`config.mk`:
```
export PLATFORM = sky130hd
export DESIGN_NAME = ttu_mul
export DESIGN_NICKNAME = d
export VERILOG_FILES = /design/src/design/ttu_pkg.sv /design/src/design/ttu_mul.sv
export SDC_FILE = /design/constraint.sdc
export NUM_CORES = 2
export LEC_CHECK = 0
export BUFFER_PORTS_ARGS = -buffer_cell sky130_fd_sc_hd__buf_2
export CAP_MARGIN = 20
export CORE_MARGIN = 1
export CORE_UTILIZATION = 30
export DETAILED_ROUTE_END_ITERATION = 8
export GPL_TIMING_DRIVEN = 0
export PLACE_DENSITY = 0.5
export SYNTH_ARGS = -nofsm -noshare
export SYNTH_HDL_FRONTEND = slang
export SYNTH_SLANG_ARGS = --single-unit
```
`constraint.sdc`:
```
create_clock -name clk -period 24.7 [get_ports clk]
set_clock_uncertainty 0.15 [all_clocks]
set_input_delay 4.94 -clock clk [delete_from_list [all_inputs] [get_ports clk]]
set_output_delay 4.94 -clock clk [all_outputs]
set_load 0.01 [all_outputs]
```
`src/design/ttu_pkg.sv`:
```
// shared types and constants for the uv tangent block
`default_nettype none
package ttu_pkg;

  localparam int CW        = 32;          // coordinate width
  localparam int FB        = 16;          // fraction bits
  localparam int TRI_VERTS = 3;           // vertices per triangle
  localparam int DELTA_W   = CW + 1;      // difference of two coordinates
  localparam int PROD_W    = 2 * DELTA_W; // product of two deltas
  localparam int WIDE_W    = PROD_W + 1;  // difference of two products

  typedef struct packed {
    logic signed [CW-1:0] pos_x;
    logic signed [CW-1:0] pos_y;
    logic signed [CW-1:0] pos_z;
    logic signed [CW-1:0] tex_u;
    logic signed [CW-1:0] tex_v;
  } vertex_t;

  typedef struct packed {
    logic signed [CW-1:0] tangent_x;
    logic signed [CW-1:0] tangent_y;
    logic signed [CW-1:0] tangent_z;
    logic                 degenerate_uv;
    logic                 saturated;
    logic                 last_of_run;
  } tangent_t;

  typedef struct packed {
    logic signed [CW-1:0] quotient;
    logic                 clip;
  } div_result_t;

endpackage
`default_nettype wire

```
`src/design/ttu_mul.sv`:
```
// shared signed delta multiplier with registered product
`default_nettype none
module ttu_mul
  import ttu_pkg::*;
(
  input  wire logic                      clk,
  input  wire logic signed [DELTA_W-1:0] a,
  input  wire logic signed [DELTA_W-1:0] b,
  output logic signed [PROD_W-1:0]       prod
);

  always_ff @(posedge clk) begin
    prod <= PROD_W'(a) * PROD_W'(b);
  end

endmodule
`default_nettype wire

```
==> flow_summary.yaml <==
synthesis:
  avgSynthCellArea_um2: 9.390
  netlist.area_leader.share_pct: 56.27
  synth-seq-cells: 66
  synth_edf_count: 0
  synth_area_um2: 40730
  ys.flop_type: "dfxtp_1"
  synth_nets: 5767
  yosysSeqAreaShare_pct: 3.244
  yosys.area.top_type: "fa_1"
  synthTopCellsByArea: "fa_1 56%, inv_1 10%, and2_1 8.6%, ha_1 6.7%, nand2_1 5.1%"
  ys_types: 80
  async_flop_share_pct: 0
  synthCells: 4338
  synth-warning-count: 0
drt:
  drt_pass1_iterations: 6
  wl_mm: 158.4
  routed-wl-met2_mm: 72.98
  drt-met1-wl_mm: 66.87
  drc: 0
  via_per_inst: 4.814
  vias: 30190
  ant_nets: 0
  post_drt_wl_per_cell_um: 25.26
  top_layer: "met5"
  drtIter0Drc: 2201
  route.met3.wl_mm: 11.71
job:
  cap_violations: 0
finish:
  top_regs: "prod (66)"
  top_register: "prod"
  final_nets: 5917
  drive_gt1_share_pct: 4.540
  postLayoutCoreUtil_pct: 32.83
  largest_register_ffs: 66
  syn_to_final_growth_pct: 8.103
  fillers: 14240
sta:
  setup_viol: 0
  finalWorstSetupSlack_ns: 10.28
  finalHoldViolCount: 0
  tns_ns: 0
  fmax_mhz: 69.37
  slew_headroom_pct: 14.85
  period_share_pct: 58.36
  drv_slew: 0
  min_period_ns: 14.42
  rsz0062_at_grt: "no"
  tightest_slew_ns: 1.277
place:
  pre_cts_slack_ns: 9.911
  hpwl_mm: 137.5
  io_buffers: 132
  place_congestion: 0.9929
clock_network:
  numCtsBuffers: 9
  cts_hold_buf: 0
  cts_tree: "yes"
  cts.sinks: 66
  clock_path_buffers: 2
  clk_pin_slew_ns: 0.08
  htreeDepth: 3
  cts_root_buf: "clkbuf_16"
  post-cts-setup-buffer-count: 0
  cts-resized-gates: 0
floorplan:
  initial_core_util_pct: 30.37
  fp.coreArea_um2: 134100
  fp.dieArea_um2: 137300
  num_io_pins: 133
  die_h_um: 370.5
  row_count: 134
  die_w_um: 370.5
worst_hold_path:
  hp-class: "in2reg"
critical_path:
  critPathCaptureType: "flip-flop"
  cp_max_fo: 10
  crit_start: "a[32]"
  crit_type: "in2reg"
  cp.arrival_ns: 14.56
  crit_path_start_kind: "input pin"
  cp_data_required_time_ns: 24.85
  worstSetupEndpoint: "prod[58]$_DFF_P_"
grt:
  track_usage_pct: 23.94
  grt_max_degree: 20
  overflow: 0
  grt_pass1_vias: 32600
  antenna_found_initial: 49
  grt_pass1_wl_mm: 232.0
outcome:
  outcome: "completed"
final cells by class:
type / instances / area [um^2] / area share, %
plain buffers: 221 / 850.8 / 1.932
well taps: 1768 / 2212 / 5.024
diodes: 11 / 27.53 / 0.06251
clock inverters: 7 / 53.80 / 0.1222
clock buffers: 9 / 225.2 / 0.5115
repair buffers: 139 / 782.0 / 1.776
flip-flops and latches: 66 / 1321 / 3.001
inverters: 1131 / 4245 / 9.641
multi-input cells: 2920 / 34320 / 77.93
worst min path at each step:
stage	start	end	slack, ns	depth (start not counted)
2_1_floorplan	a[0]	prod[0]$_DFF_P_	4.92	1
4_1_cts	a[0]	prod[0]$_DFF_P_	4.78	2
3_5_place_dp	prod[50]$_DFF_P_	prod[50]	5.18	1
6_report	a[0]	prod[0]$_DFF_P_	4.81	2
5_1_grt	a[0]	prod[0]$_DFF_P_	4.81	2
3_3_place_gp	prod[23]$_DFF_P_	prod[23]	5.19	1
worst max-delay path, stage by stage:
cell and delay, ns:
buf_2 0.18, clkbuf_1 0.81, nand2_1 0.21, inv_1 0.19
fa_1 0.52, fa_1 0.58, fa_1 0.98, inv_1 0.24
fa_1 0.63, fa_1 0.45, fa_1 0.60, fa_1 0.44
fa_1 0.51, inv_1 0.05, ha_1 0.25, buf_2 0.19
and4_1 0.20, buf_2 0.16, nand3_1 0.23, nand2b_1 0.47
nor2_1 0.31, a211oi_4 0.75, a21oi_2 0.24, nor4b_2 0.29
a311oi_1 0.08
placed cells by master (no fill, tap or decap), types with 9 or more instances in the layout:
cell type     n
fa_1       1145
inv_1      1131
and2_1      562
nand2_1     551
ha_1        217
clkbuf_1    208
buf_2       143
nor2_1       68
dfxtp_1      66
a21oi_1      57
xnor2_1      43
a21o_1       36
o21ai_0      25
nand3_1      25
xor2_1       25
nand2b_1     12
diode_2      11
o21bai_1     11
nand4_1      11
clkbuf_16     9
cells in the mapped netlist (25+ instances only):
master / count
nor2_1: 68
a21oi_1: 57
fa_1: 1145
nand3_1: 25
nand2_1: 551
clkbuf_1: 208
ha_1: 217
xnor2_1: 43
xor2_1: 25
and2_1: 562
dfxtp_1: 66
o21ai_0: 25
a21o_1: 36
inv_1: 1131
per-layer routing:
layer | up-vias | global-route usage, %
met5 | - | 0
met4 | 28 | 9.481
met3 | 279 | 4.485
met2 | 1122 | 37.87
met1 | 16100 | 32.27
li1 | 12670 | -
per-stage QoR:
stage                     hold slack (ns)  std cells  area (um^2)
final                               4.810       6272        44030
after global routing                4.806       6262        44010
after CTS                           4.785       6259        43980
after detailed placement            5.183       6243        43700
after global placement              5.187       6238        43610
after floorplan                     4.917       4338        40730
cells by family after synthesis:
group,Yosys count,synth area share [%]
adders and majority gates,1362,62.94
DFF,66,3.244
AOI/OAI and AO/OA,219,4.067
xor gates and xnor gates,68,1.462
buffers and inverters,1352,12.51
and+or+nand+nor,1271,15.78
Power is not shown: default switching activity piles up to over one toggle a cycle in this logic, so the estimate is an artifact.
