$ cat config.mk
export PLATFORM = sky130hd
export DESIGN_NAME = ttu_div
export DESIGN_NICKNAME = d
export VERILOG_FILES = /design/src/design/ttu_pkg.sv /design/src/design/ttu_div.sv
export SDC_FILE = /design/constraint.sdc
export NUM_CORES = 1
export LEC_CHECK = 0
export ABC_CLOCK_PERIOD_IN_PS = 12600
export BUFFER_PORTS_ARGS = -buffer_cell sky130_fd_sc_hd__buf_2
export CAP_MARGIN = 25
export CORE_MARGIN = 5
export CORE_UTILIZATION = 55
export CTS_CLUSTER_SIZE = 24
export DETAILED_ROUTE_END_ITERATION = 8
export GPL_TIMING_DRIVEN = 0
export PLACE_DENSITY = 0.75
export SLEW_MARGIN = 20
export SYNTH_ARGS = -nofsm -noshare
export SYNTH_HDL_FRONTEND = slang
export SYNTH_SLANG_ARGS = --single-unit
export TNS_END_PERCENT = 50
$ cat constraint.sdc
create_clock -name clk -period 12.6 [get_ports clk]
set_input_delay 2.52 -clock clk [delete_from_list [all_inputs] [get_ports clk]]
set_output_delay 2.52 -clock clk [all_outputs]
set_load 0.02 [all_outputs]
$ cat src/design/ttu_pkg.sv
// shared types and constants for the uv tangent block
`default_nettype none
package ttu_pkg;

  localparam int CW        = 32;          // coordinate width
  localparam int FB        = 16;          // fraction bits
  localparam int TRI_VERTS = 3;           // vertices per triangle
  localparam int DELTA_W   = CW + 1;      // difference of two coordinates
  localparam int PROD_W    = 2 * DELTA_W; // product of two deltas
  localparam int WIDE_W    = PROD_W + 1;  // difference of two products

  typedef struct packed {
    logic signed [CW-1:0] pos_x;
    logic signed [CW-1:0] pos_y;
    logic signed [CW-1:0] pos_z;
    logic signed [CW-1:0] tex_u;
    logic signed [CW-1:0] tex_v;
  } vertex_t;

  typedef struct packed {
    logic signed [CW-1:0] tangent_x;
    logic signed [CW-1:0] tangent_y;
    logic signed [CW-1:0] tangent_z;
    logic                 degenerate_uv;
    logic                 saturated;
    logic                 last_of_run;
  } tangent_t;

  typedef struct packed {
    logic signed [CW-1:0] quotient;
    logic                 clip;
  } div_result_t;

endpackage
`default_nettype wire

$ cat src/design/ttu_div.sv
// iterative restoring divider for (num << FB) / den with saturation to CW bits
`default_nettype none
module ttu_div
  import ttu_pkg::*;
(
  input  wire logic                     clk,
  input  wire logic                     rst,
  input  wire logic                     start,
  input  wire logic signed [WIDE_W-1:0] num,
  input  wire logic signed [WIDE_W-1:0] den,
  output logic                          done,
  output div_result_t                   result
);

  localparam int REM_W = WIDE_W + 1;
  localparam int NSH_W = WIDE_W + FB;
  localparam int CNT_W = $clog2(CW);

  localparam logic [1:0] D_IDLE  = 2'd0;
  localparam logic [1:0] D_CHECK = 2'd1;
  localparam logic [1:0] D_RUN   = 2'd2;
  localparam logic [1:0] D_FIN   = 2'd3;

  logic [1:0]       state;
  logic [CNT_W-1:0] cnt;
  logic [REM_W-1:0] rem;
  logic [REM_W-1:0] dmag;
  logic [CW-1:0]    low;
  logic [CW-1:0]    q;
  logic             neg;
  logic             ovf;

  logic [WIDE_W-1:0] num_mag;
  logic [WIDE_W-1:0] den_mag;
  logic [NSH_W-1:0]  nshift;
  logic [REM_W-1:0]  rem2;
  logic              pos_clip;
  logic              neg_clip;

  assign num_mag = num[WIDE_W-1] ? WIDE_W'(-num) : WIDE_W'(num);
  assign den_mag = den[WIDE_W-1] ? WIDE_W'(-den) : WIDE_W'(den);
  assign nshift  = {num_mag, {FB{1'b0}}};
  assign rem2    = {rem[REM_W-2:0], low[CW-1]};

  always_ff @(posedge clk) begin
    if (rst) begin
      state <= D_IDLE;
      cnt   <= '0;
    end else begin
      unique case (state)
        D_IDLE: begin
          if (start) state <= D_CHECK;
        end
        D_CHECK: begin
          cnt   <= '0;
          state <= (rem >= dmag) ? D_FIN : D_RUN;
        end
        D_RUN: begin
          cnt <= cnt + 1'b1;
          if (cnt == CNT_W'(CW - 1)) state <= D_FIN;
        end
        D_FIN: state <= D_IDLE;
        default: state <= D_IDLE;
      endcase
    end
  end

  always_ff @(posedge clk) begin
    unique case (state)
      D_IDLE: begin
        if (start) begin
          // quotient reaches 2^CW exactly when the top part already covers the divisor
          rem  <= REM_W'(nshift[NSH_W-1:CW]);
          low  <= nshift[CW-1:0];
          dmag <= REM_W'(den_mag);
          neg  <= num[WIDE_W-1] ^ den[WIDE_W-1];
          q    <= '0;
          ovf  <= 1'b0;
        end
      end
      D_CHECK: begin
        ovf <= (rem >= dmag);
      end
      D_RUN: begin
        low <= {low[CW-2:0], 1'b0};
        if (rem2 >= dmag) begin
          rem <= rem2 - dmag;
          q   <= {q[CW-2:0], 1'b1};
        end else begin
          rem <= rem2;
          q   <= {q[CW-2:0], 1'b0};
        end
      end
      D_FIN: begin
      end
      default: begin
      end
    endcase
  end

  assign pos_clip = ovf | q[CW-1];
  assign neg_clip = ovf | (q[CW-1] & (|q[CW-2:0]));

  always_comb begin
    done = (state == D_FIN);
    if (neg) begin
      result.clip     = neg_clip;
      result.quotient = neg_clip ? {1'b1, {(CW-1){1'b0}}} : CW'(-q);
    end else begin
      result.clip     = pos_clip;
      result.quotient = pos_clip ? {1'b0, {(CW-1){1'b1}}} : q;
    end
  end

endmodule
`default_nettype wire
==> flow_summary.ini <==
[clock_network]
insertion_delay_ns = 0.46
cts-root-buf = clkbuf_16
htreeDepth = 4
numClockSinks = 192
clk_pin_slew_worst_paths_ns = 0.08
postCtsHoldBufs = 0
post_cts_buffers = 0
cts_made_buffers = 17
cts_tree = built
cts_buffer_depth = 2
cts_resized = 0

[floorplan]
start_util = 0.553
fp-row-count = 65
core-area_sq_um = 31300
die_y_microns = 187
die_w_microns = 187
die-area_sq_um = 35100
ioPinCount = 171

[route]
drtPass1Iterations = 5
postRouteAntennaNets = 0
drc = 0
drtIter0Drc = 1661
drt-total-wl_microns = 56400
wl_per_cell_microns = 21.2
via_per_inst = 6.31
num_vias = 16800

[run_status]
status = complete, no violations

[power]
p_int_w = 0.00237
max-vdd-ir-drop_uv = 127
combPwrFrac = 0.629
power.switching_w = 0.00247
power_frac_seq = 0.257
powerDensity_nw_per_um2 = 249
power_frac_clock = 0.114
p_leak_nw = 7.82
switching_share = 0.511

[sta]
slew_viol_final = 0
hold_viol = 0
max_freq_ghz = 0.145
relSlewSlack = 0.324
fin_skew_ns = 0.0149
final.min_clock_period_ns = 6.91
max_slew.worst_pin.slew_ns = 1.01
whs_ns = 0.478
fin_setup_tns_ns = 0
rsz0062_at_grt = false
finalCritPeriodShare = 0.548
setup_viol = 0

[global_routing]
antenna_found_initial = 0
use_met1 = 0.407
overflow = 0
global_route.usage.met2 = 0.520
busiest_layer = met2
grt_pass1_vias = 16200
grt_max_degree = 37
grt_pass1_wl_microns = 87400
met3_usage = 0.0388
gr-usage-all-layers = 0.311

[worst_hold_path]
whs_path_depth = 2
hold_end = cnt[4]$_SDFFE_PP0P_
min_path_type = flip-flop to flip-flop
hold_path_startpoint = cnt[4]$_SDFFE_PP0P_

[finish]
utilization = 0.620
drive_gt1_frac = 0.109
final_nets = 2526
area_growth_pct = 12.2
final_cell_area_sq_um = 19400

[worst_setup_path]
crit_required_ns = 10.08
critPathArrivalTime_ns = 4.39
r2r_start = rem[22]$_DFFE_PP_
worstPathMaxFanout = 10
r2r_slack_ns = 6.75
startpoint_type = flip-flop
r2r-end = rem[42]$_DFFE_PP_
r2r_cells = 14
critPathCaptureType = output port
worstSetupPathType = flip-flop to output port

[synth]
yosys.area_share.simple = 0.209
syn_nets = 2329
synthTopCellsByCount = nand2_1 (253), edfxtp_1 (185), o21ai_0 (162), ha_1 (143), xnor2_1 (138)
synth_adder_area_share = 0.105
synth_top_family_by_area = compound AO/OA/AOI/OAI gates
syn_area_sq_um = 17300
netlist-cell-type-count = 74
synth_top_area_frac = 0.321
syn_inst = 2048
synth_xor_area_frac = 0.0921
synth.mux.area_fraction = 0.00361
ys_warn_count = 0
synthFlopType = edfxtp_1
yosysMostFrequentCell = nand2_1
synth_compound_area_frac = 0.213
synth_seq_cells = 192
syn_avg_cell_area_sq_um = 8.45
synthTopCellsByArea = edfxtp_1 (32%), ha_1 (10%), xnor2_1 (7.0%), nand2_1 (5.5%), o21ai_0 (4.7%)
yosysTopAreaCell = edfxtp_1
synthArstFlopShare = 0
synth-edff-count = 185
yosysSeqAreaShare = 0.329

[place]
placed_cell_area_sq_um = 18800
portBuffers = 169
place_congestion = 1.01
dp.final_hpwl_microns = 45300

[run]
drv_cap = 0
[sequential cells by signal (all words and copies together) (netlist names)]
name	flops
ovf	1
q	32
neg	1
cnt	5
dmag	67
low	16
state	2
rem	68
[metal layers]
layer	vias up	part of all wire
met5	-	0
met4	0	0.047
met3	155	0.071
met2	770	0.46
met1	7919	0.42
li1	7955	-
[final cells by class]
class	instances	area, sq um
Fill cell	2751	11900
Buffer	107	409
Antenna cell	3	7.51
Tap cell	402	503
Multi-Input combinational cell	1632	10800
Timing Repair Buffer	178	1020
Clock inverter	15	144
Sequential cell	192	5700
Clock buffer	17	425
Inverter	117	442
[cells by family after synthesis]
| group | Yosys count |
|---|---|
| buffers and inverters | 224 |
| multiplexers | 6 |
| AO/OA/AOI/OAI | 578 |
| AND/OR/NAND/NOR | 722 |
| flip-flops | 192 |
| XOR/XNOR | 182 |
| adder cells (fa/ha/maj) | 144 |
[worst max-delay path, cell delays in order, from the launching register on]
cell and delay [ns]:
edfxtp_1 0.41, inv_1 0.15, ha_1 0.20, or3b_1 0.38
or3_1 0.40, nor4_1 0.52, nand4_1 0.25, nor2_1 0.13
nand2_1 0.06, a21o_1 0.19, clkbuf_1 0.26, clkbuf_1 0.32
o21ai_0 0.21, nand2_1 0.06, o311ai_0 0.13, buf_2 0.26
[through the flow]
stage | worst slack [ns] | power [W] | std cells
3_3_place_gp | -2.30 | 0.00420 | 2619
3_5_place_dp | 6.22 | 0.00422 | 2627
2_1_floorplan | 2.52 | 0.00332 | 2048
4_1_cts | 5.72 | 0.00478 | 2659
5_1_grt | 5.41 | 0.00521 | 2660
6_report | 5.69 | 0.00484 | 2663
[cells in the final DEF, fill, tap and decap left out, types with 39 or more instances in the layout]
cell / count
nor2_1: 132
nand2_1: 253
nand4_1: 48
o31ai_1: 41
xnor2_1: 138
a21o_1: 64
a21oi_1: 125
inv_1: 115
clkbuf_1: 96
a31oi_1: 40
xor2_1: 44
edfxtp_1: 185
nand3_1: 39
nor3_1: 42
ha_1: 143
o21ai_0: 161
buf_2: 170
[power groups by stage]
stage               clock [W]  sequential, W  combinational (W)
floorplan                   0        0.00123            0.00209
global placement            0        0.00134            0.00286
detailed placement          0        0.00125            0.00297
CTS                  0.000552        0.00124            0.00299
global route         0.000577        0.00127            0.00336
finish               0.000551        0.00125            0.00305
[worst max-delay path by stage]
stage                            end  slack, ns                   from
2_1_floorplan  low[16]$_SDFFCE_PP0P_       2.52  state[0]$_SDFFE_PP0P_
3_3_place_gp       rem[33]$_DFFE_PP_      -2.30  state[0]$_SDFFE_PP0P_
3_5_place_dp              result[14]       6.22     q[0]$_SDFFCE_PN0P_
4_1_cts                   result[14]       5.72     q[0]$_SDFFCE_PN0P_
5_1_grt                    result[3]       5.41     q[1]$_SDFFCE_PN0P_
6_report                   result[3]       5.69     q[0]$_SDFFCE_PN0P_
Note: power is estimated with default switching activity, not from simulation.
